<file path="config.mk">
export PLATFORM = sky130hd
export DESIGN_NAME = stable_insertion_sort_by_length
export DESIGN_NICKNAME = d
export VERILOG_FILES = /design/src/sisbl_pkg.sv /design/src/stable_insertion_sort_by_length.sv /design/src/sisbl_datapath.sv /design/src/sisbl_ctrl.sv
export SDC_FILE = /design/constraint.sdc
export NUM_CORES = 1
export LEC_CHECK = 0
export BUFFER_PORTS_ARGS = -buffer_cell sky130_fd_sc_hd__buf_2
export CAP_MARGIN = 20
export CORE_MARGIN = 2
export CORE_UTILIZATION = 50
export DETAILED_ROUTE_END_ITERATION = 8
export PLACE_DENSITY = 0.68
export SYNTH_ARGS = -nofsm -noshare
export SYNTH_HDL_FRONTEND = slang
export SYNTH_SLANG_ARGS = --single-unit
export TNS_END_PERCENT = 50
</file>
<file path="constraint.sdc">
create_clock -name aclk -period 3.2 [get_ports aclk]
set_input_delay 0.16 -clock aclk [delete_from_list [all_inputs] [get_ports aclk]]
set_output_delay 0.16 -clock aclk [all_outputs]
set_load 0.02 [all_outputs]
</file>
<file path="src/sisbl_pkg.sv">
package sisbl_pkg;

    localparam int TAG_W = 8;
    localparam int LEN_W = 6;

    // controller to datapath
    typedef struct packed {
        logic load_in;    // latch accepted request fields
        logic set_drop;   // list full, request dropped
        logic load_pos;   // pos <= entry count
        logic rd_pos;     // read entry pos-1
        logic shift;      // mem[pos] <= read data, pos--
        logic wr_new;     // mem[pos] <= new word, count++
        logic rd_k;       // read entry k for output
        logic inc_k;      // advance output index
        logic clr_run;    // empty list, clear flag and index
    } dp_cmd_t;

    // datapath to controller
    typedef struct packed {
        logic full;
        logic pos_zero;
        logic less;       // new length below read entry length
        logic last;
        logic end_k;      // output index is on final entry
    } dp_stat_t;

endpackage

</file>
<file path="src/stable_insertion_sort_by_length.sv">
// Stable insertion sort of words by length.
// Input channel s_*: one request per word (tag, length, last flag). Words are
// inserted into an ascending list; a word goes after stored words of equal
// length. A word arriving with the list full is dropped and sets a sticky
// overflow flag.
// Output channel m_*: after a request with last_word set, every stored entry
// is sent in sorted order, end_of_list on the final one, overflowed on all.
// The list and flag are then cleared.
// Sequence: an accepted word is latched, then each stored entry it moves past
// takes a read step (ST_RD) and a shift step (ST_CMP), and a last read and
// compare writes the word before s_ready returns. The single-port list
// memory, one read and one write per compare/shift step, sets this. Each
// result takes a memory read (ST_ERD), then m_valid (ST_EOUT).
// s_ready is low while a word is inserted or a run drains. A stalled
// receiver holds the current result on m_* until m_ready; nothing is lost.
// Reset (aresetn low, synchronous) empties the list, clears the overflow
// flag and returns to accepting input. No clearing pass is needed.
module stable_insertion_sort_by_length #(
    parameter int MAX_WORDS = 64
) (
    input  logic                         aclk,
    input  logic                         aresetn,
    input  logic                         s_valid,
    output logic                         s_ready,
    input  logic [sisbl_pkg::TAG_W-1:0]  s_word_tag,
    input  logic [sisbl_pkg::LEN_W-1:0]  s_word_length,
    input  logic                         s_last_word,
    output logic                         m_valid,
    input  logic                         m_ready,
    output logic [sisbl_pkg::TAG_W-1:0]  m_sorted_tag,
    output logic [sisbl_pkg::LEN_W-1:0]  m_sorted_length,
    output logic                         m_end_of_list,
    output logic                         m_overflowed
);
    sisbl_pkg::dp_cmd_t  cmd;
    sisbl_pkg::dp_stat_t stat;

    sisbl_ctrl u_ctrl (
        .aclk        (aclk),
        .aresetn     (aresetn),
        .s_valid     (s_valid),
        .s_ready     (s_ready),
        .m_valid     (m_valid),
        .m_ready     (m_ready),
        .s_last_word (s_last_word),
        .stat        (stat),
        .cmd         (cmd)
    );

    sisbl_datapath #(
        .MAX_WORDS (MAX_WORDS)
    ) u_dp (
        .aclk            (aclk),
        .aresetn         (aresetn),
        .s_word_tag      (s_word_tag),
        .s_word_length   (s_word_length),
        .s_last_word     (s_last_word),
        .cmd             (cmd),
        .stat            (stat),
        .m_sorted_tag    (m_sorted_tag),
        .m_sorted_length (m_sorted_length),
        .m_end_of_list   (m_end_of_list),
        .m_overflowed    (m_overflowed)
    );

endmodule

</file>
<file path="src/sisbl_datapath.sv">
module sisbl_datapath #(
    parameter int MAX_WORDS = 64
) (
    input  logic                         aclk,
    input  logic                         aresetn,
    input  logic [sisbl_pkg::TAG_W-1:0]  s_word_tag,
    input  logic [sisbl_pkg::LEN_W-1:0]  s_word_length,
    input  logic                         s_last_word,
    input  sisbl_pkg::dp_cmd_t           cmd,
    output sisbl_pkg::dp_stat_t          stat,
    output logic [sisbl_pkg::TAG_W-1:0]  m_sorted_tag,
    output logic [sisbl_pkg::LEN_W-1:0]  m_sorted_length,
    output logic                         m_end_of_list,
    output logic                         m_overflowed
);
    localparam int ADDR_W = (MAX_WORDS > 1) ? $clog2(MAX_WORDS) : 1;
    localparam int CNT_W  = $clog2(MAX_WORDS + 1);
    localparam int ENT_W  = sisbl_pkg::TAG_W + sisbl_pkg::LEN_W;

    logic [ENT_W-1:0]  mem [MAX_WORDS];
    logic [ENT_W-1:0]  rd_reg;
    logic [CNT_W-1:0]  count_reg;
    logic              drop_reg;
    logic [ADDR_W-1:0] pos_reg;
    logic [ADDR_W-1:0] k_reg;
    logic [sisbl_pkg::TAG_W-1:0] tag_reg;
    logic [sisbl_pkg::LEN_W-1:0] len_reg;
    logic              last_reg;

    logic [ADDR_W-1:0] rd_addr;
    logic [ENT_W-1:0]  wr_data;

    assign rd_addr = cmd.rd_k ? k_reg : (pos_reg - ADDR_W'(1));
    assign wr_data = cmd.shift ? rd_reg : {tag_reg, len_reg};

    always_ff @(posedge aclk) begin
        if (cmd.shift || cmd.wr_new) begin
            mem[pos_reg] <= wr_data;
        end
        if (cmd.rd_pos || cmd.rd_k) begin
            rd_reg <= mem[rd_addr];
        end
        if (cmd.load_in) begin
            tag_reg  <= s_word_tag;
            len_reg  <= s_word_length;
            last_reg <= s_last_word;
        end
        if (cmd.load_pos) begin
            pos_reg <= count_reg[ADDR_W-1:0];
        end else if (cmd.shift) begin
            pos_reg <= pos_reg - ADDR_W'(1);
        end
    end

    always_ff @(posedge aclk) begin
        if (!aresetn) begin
            count_reg <= '0;
            drop_reg  <= 1'b0;
            k_reg     <= '0;
        end else begin
            if (cmd.clr_run) begin
                count_reg <= '0;
                drop_reg  <= 1'b0;
                k_reg     <= '0;
            end else begin
                if (cmd.wr_new)   count_reg <= count_reg + CNT_W'(1);
                if (cmd.set_drop) drop_reg  <= 1'b1;
                if (cmd.inc_k)    k_reg     <= k_reg + ADDR_W'(1);
            end
        end
    end

    assign stat.full     = (count_reg >= CNT_W'(MAX_WORDS));
    assign stat.pos_zero = (pos_reg == '0);
    assign stat.less     = (len_reg < rd_reg[sisbl_pkg::LEN_W-1:0]);
    assign stat.last     = last_reg;
    assign stat.end_k    = ((CNT_W'(k_reg) + CNT_W'(1)) == count_reg);

    assign m_sorted_tag    = rd_reg[ENT_W-1:sisbl_pkg::LEN_W];
    assign m_sorted_length = rd_reg[sisbl_pkg::LEN_W-1:0];
    assign m_end_of_list   = stat.end_k;
    assign m_overflowed    = drop_reg;

endmodule

</file>
<file path="src/sisbl_ctrl.sv">
module sisbl_ctrl (
    input  logic                 aclk,
    input  logic                 aresetn,
    input  logic                 s_valid,
    output logic                 s_ready,
    output logic                 m_valid,
    input  logic                 m_ready,
    input  logic                 s_last_word,
    input  sisbl_pkg::dp_stat_t  stat,
    output sisbl_pkg::dp_cmd_t   cmd
);
    typedef enum logic [4:0] {
        ST_IDLE = 5'b00001,
        ST_RD   = 5'b00010,
        ST_CMP  = 5'b00100,
        ST_ERD  = 5'b01000,
        ST_EOUT = 5'b10000
    } state_t;

    state_t state_reg, state_next;

    assign s_ready = (state_reg == ST_IDLE);
    assign m_valid = (state_reg == ST_EOUT);

    always_comb begin
        state_next = state_reg;
        cmd        = '0;
        unique case (state_reg)
            ST_IDLE: begin
                if (s_valid) begin
                    cmd.load_in = 1'b1;
                    if (stat.full) begin
                        cmd.set_drop = 1'b1;
                        state_next   = s_last_word ? ST_ERD : ST_IDLE;
                    end else begin
                        cmd.load_pos = 1'b1;
                        state_next   = ST_RD;
                    end
                end
            end
            ST_RD: begin
                cmd.rd_pos = 1'b1;
                state_next = ST_CMP;
            end
            ST_CMP: begin
                // bound checked first; read data is stale when pos is zero
                if (!stat.pos_zero && stat.less) begin
                    cmd.shift  = 1'b1;
                    state_next = ST_RD;
                end else begin
                    cmd.wr_new = 1'b1;
                    state_next = stat.last ? ST_ERD : ST_IDLE;
                end
            end
            ST_ERD: begin
                cmd.rd_k   = 1'b1;
                state_next = ST_EOUT;
            end
            ST_EOUT: begin
                if (m_ready) begin
                    if (stat.end_k) begin
                        cmd.clr_run = 1'b1;
                        state_next  = ST_IDLE;
                    end else begin
                        cmd.inc_k  = 1'b1;
                        state_next = ST_ERD;
                    end
                end
            end
            default: state_next = ST_IDLE;
        endcase
    end

    always_ff @(posedge aclk) begin
        if (!aresetn) begin
            state_reg <= ST_IDLE;
        end else begin
            state_reg <= state_next;
        end
    end

endmodule

</file>
==> metrics <==
number of enable flip-flop cells after synthesis 931; via count 23815; first-pass GRT wire length 149000 um; Seq/Total Area, Yosys 0.752; outcome finished, violations left; worst endpoint required time between 3 and 4 ns; DR WL/cell approximately 27 um; family with the most delay on the worst path simple AND/OR/NAND/NOR gates; Crit path largest cell delay around 0.59 ns; die span in x approximately 280 um; All-Layer GR Usage 0.261; PD cells around 940 nW/um^2; syn_area_per_cell ~15 um^2; Avg Vias per Cell ~6.2; maxcap violations 0; Async SR Flop Fraction 0; Slew @ Worst Pin 0.709 ns; Routed WL 103000 um; Clock Pin Slew Worst Setup and Hold Paths roughly 0.060 ns; Port Buffers 36; Initial Utilization 0.505; routability cong. roughly 0.89; Yosys top cell area share 0.742; ys flop type edfxtp_1; Filler cells 5392; worst hold slack between 0.2 and 0.25 ns; Fin. Hold Viols 0; nets@finish about 2800; Max Slew Vio Count 0; FP Rows 100; most frequent cell after synthesis edfxtp_1; crit path max-delay cell type or4_4; TritonCTS clock tree built; final core occ 0.608; initial DRC count 2854; # clock sinks 950; DR pass1 iterations 6; clk_skew between 0.015 and 0.02 ns; CP Data Arrival Time about 3.6 ns; crit share post-route 1.00; initial antenna violation count 1; worst-path cell chain or3_4, or3_4, and2_4, buf_12, buf_12, buf_4, a21oi_2, a211oi_1, or4_4, a31oi_4, nor4_1; share of cells above drive strength 1 0.213; Fmax between 0.3 and 0.4 GHz; post-synth cell types 62; crit path buf inv count 3; CORE AREA ~75000 um^2; Worst-Skew Late Latency approximately 0.67 ns; worst vdd ir roughly 640 uV; CP Class reg -> reg; number of flip-flops in the largest register between 800 and 900; Seq cells post-synth 950; Final Worst Setup Slack -0.00111 ns; # DRC 0; Synth area leaders edfxtp_1 (74%), nand2_1 (4.9%), mux2i_1 (3.4%); CTS Buf Count 96; I/O pin count 37; RSZ-0062 raised after global routing yes; synthesis warning total 0; Critical Path Fanout Max 8; Antenna Diode Count 0; Mapped Cells 2502; Post-Syn Area 37700 um^2; dominant cell type by area after synthesis edfxtp_1; Setup crit start kind flop; CTS HTree Levels 3; vias in the first global route 23110; crit path time final 3.20 ns; final setup fails 1; violated checks setup timing; setup_tns -0.00111 ns; Die ar. ~78000 um^2; Antenna Violating Nets Remaining 0; DP HPWL between 60000 and 70000 um; Tightest Hold Check Type in -> reg; synth cell count leaders edfxtp_1 (931), nand2_1 (493), mux2i_1 (127), a21oi_1 (106), nor2_1 (94); slew margin rel. 0.526; Die H between 200 and 300 um; CTS max path bufs 3; pin count of the biggest net entering global routing 65; LEAKAGE 15.6 nW; Mapped Nets 2530; Clock Root Buffer clkbuf_16; gr ovfl total 0; Area Overhead vs Synth 20.3%; Critical Path End Type flop
routing by layer:
metal,track usage,wire length [um],vias up
met3,0.0413,9670,159
met1,0.369,41700,12109
met5,0,0,-
met4,0.0904,2800,0
li1,-,-,10271
met2,0.415,49200,1276
per-stage QoR:
step / setup slack [ns] / instances / total power [mW] / cell area [um^2]
6_report: -0.00111 / 3858 / 42.5 / 45300
2_1_floorplan: 0.170 / 2502 / 22.9 / 37700
4_1_cts: -0.0297 / 3846 / 41.0 / 44600
3_5_place_dp: -0.510 / 3641 / 29.6 / 41100
3_3_place_gp: -0.491 / 3641 / 29.3 / 41100
5_1_grt: -0.0533 / 3858 / 43.8 / 45300
worst register-to-register path: cells and delay by family, from the launching register on:
| family | cells | cell delay, ns |
|---|---|---|
| simple gates | 5 | 1.77 |
| buf+inv | 3 | 0.40 |
| compound gates | 3 | 0.48 |
| flops | 1 | 0.31 |
area by class of cell:
class	instances	area, um^2	share of cell area
inverters	14	52.6	0.00116
well taps	969	1210	0.0267
multi-input cells	1386	9190	0.203
flip-flops and latches	950	28300	0.625
clock buffers	119	2540	0.0560
repair buffers	362	3510	0.0773
clock inverters	58	500	0.0110
worst paths after layout:
check	start	endpoint	slack [ns]	cells past startpoint
worst min-delay path	s_word_length[1]	u_dp.len_reg[1]$_DFFE_PP_	0.20	2
worst min register to register	u_dp.m_overflowed$_SDFFE_PP0P_	u_dp.m_overflowed$_SDFFE_PP0P_	0.47	2
worst max register to register	u_ctrl.state_reg[0]$_SDFFE_PN1P_	u_dp.rd_reg[10]$_DFFE_PP_	-0.001	11
worst max-delay path	u_ctrl.state_reg[0]$_SDFFE_PN1P_	u_dp.rd_reg[10]$_DFFE_PP_	-0.001	11
cell families (layout without fill, tap and decap cells):
logic type | count (synthesis) | after routing | synth area share
buf+inv | 166 | 553 | 0.0226
fa+ha+maj | 9 | 9 | 0.00299
flops | 950 | 950 | 0.752
compound gates | 402 | 402 | 0.0725
mux | 169 | 169 | 0.0548
simple gates | 782 | 782 | 0.0896
xor+xnor | 24 | 24 | 0.00558
repair_timing:
item | CTS | global route
setup buffers | 7 | 9
pin swaps | 1 | 27
endpoints found under the setup margin | 14 | 14
hold endpoints to repair | 21 | 0
resized for setup | 23 | 99
gates cloned | 1 | 4
hold buffers | 20 | 0
cell usage in the layout, fill, tap and decap left out, types with 36 or more instances in the layout:
cell type  count
edfxtp_1     931
nand2_1      491
buf_4        236
mux2i_1      127
clkbuf_16    102
a21oi_1       96
nor2_1        94
nand3_1       77
a31oi_1       73
a32oi_1       57
buf_12        51
buf_2         36
where the power goes:
| group | leakage (nW) | internal [mW] | total (mW) | switching, mW |
|---|---|---|---|---|
| sequential | 8.53 | 14.5 | 14.6 | 0.120 |
| combinational | 5.55 | 6.60 | 16.9 | 10.3 |
| clock | 1.49 | 6.22 | 10.9 | 4.71 |
| total | 15.6 | 27.3 | 42.5 | 15.2 |
No activity file was read; power rests on OpenSTA's default activity.
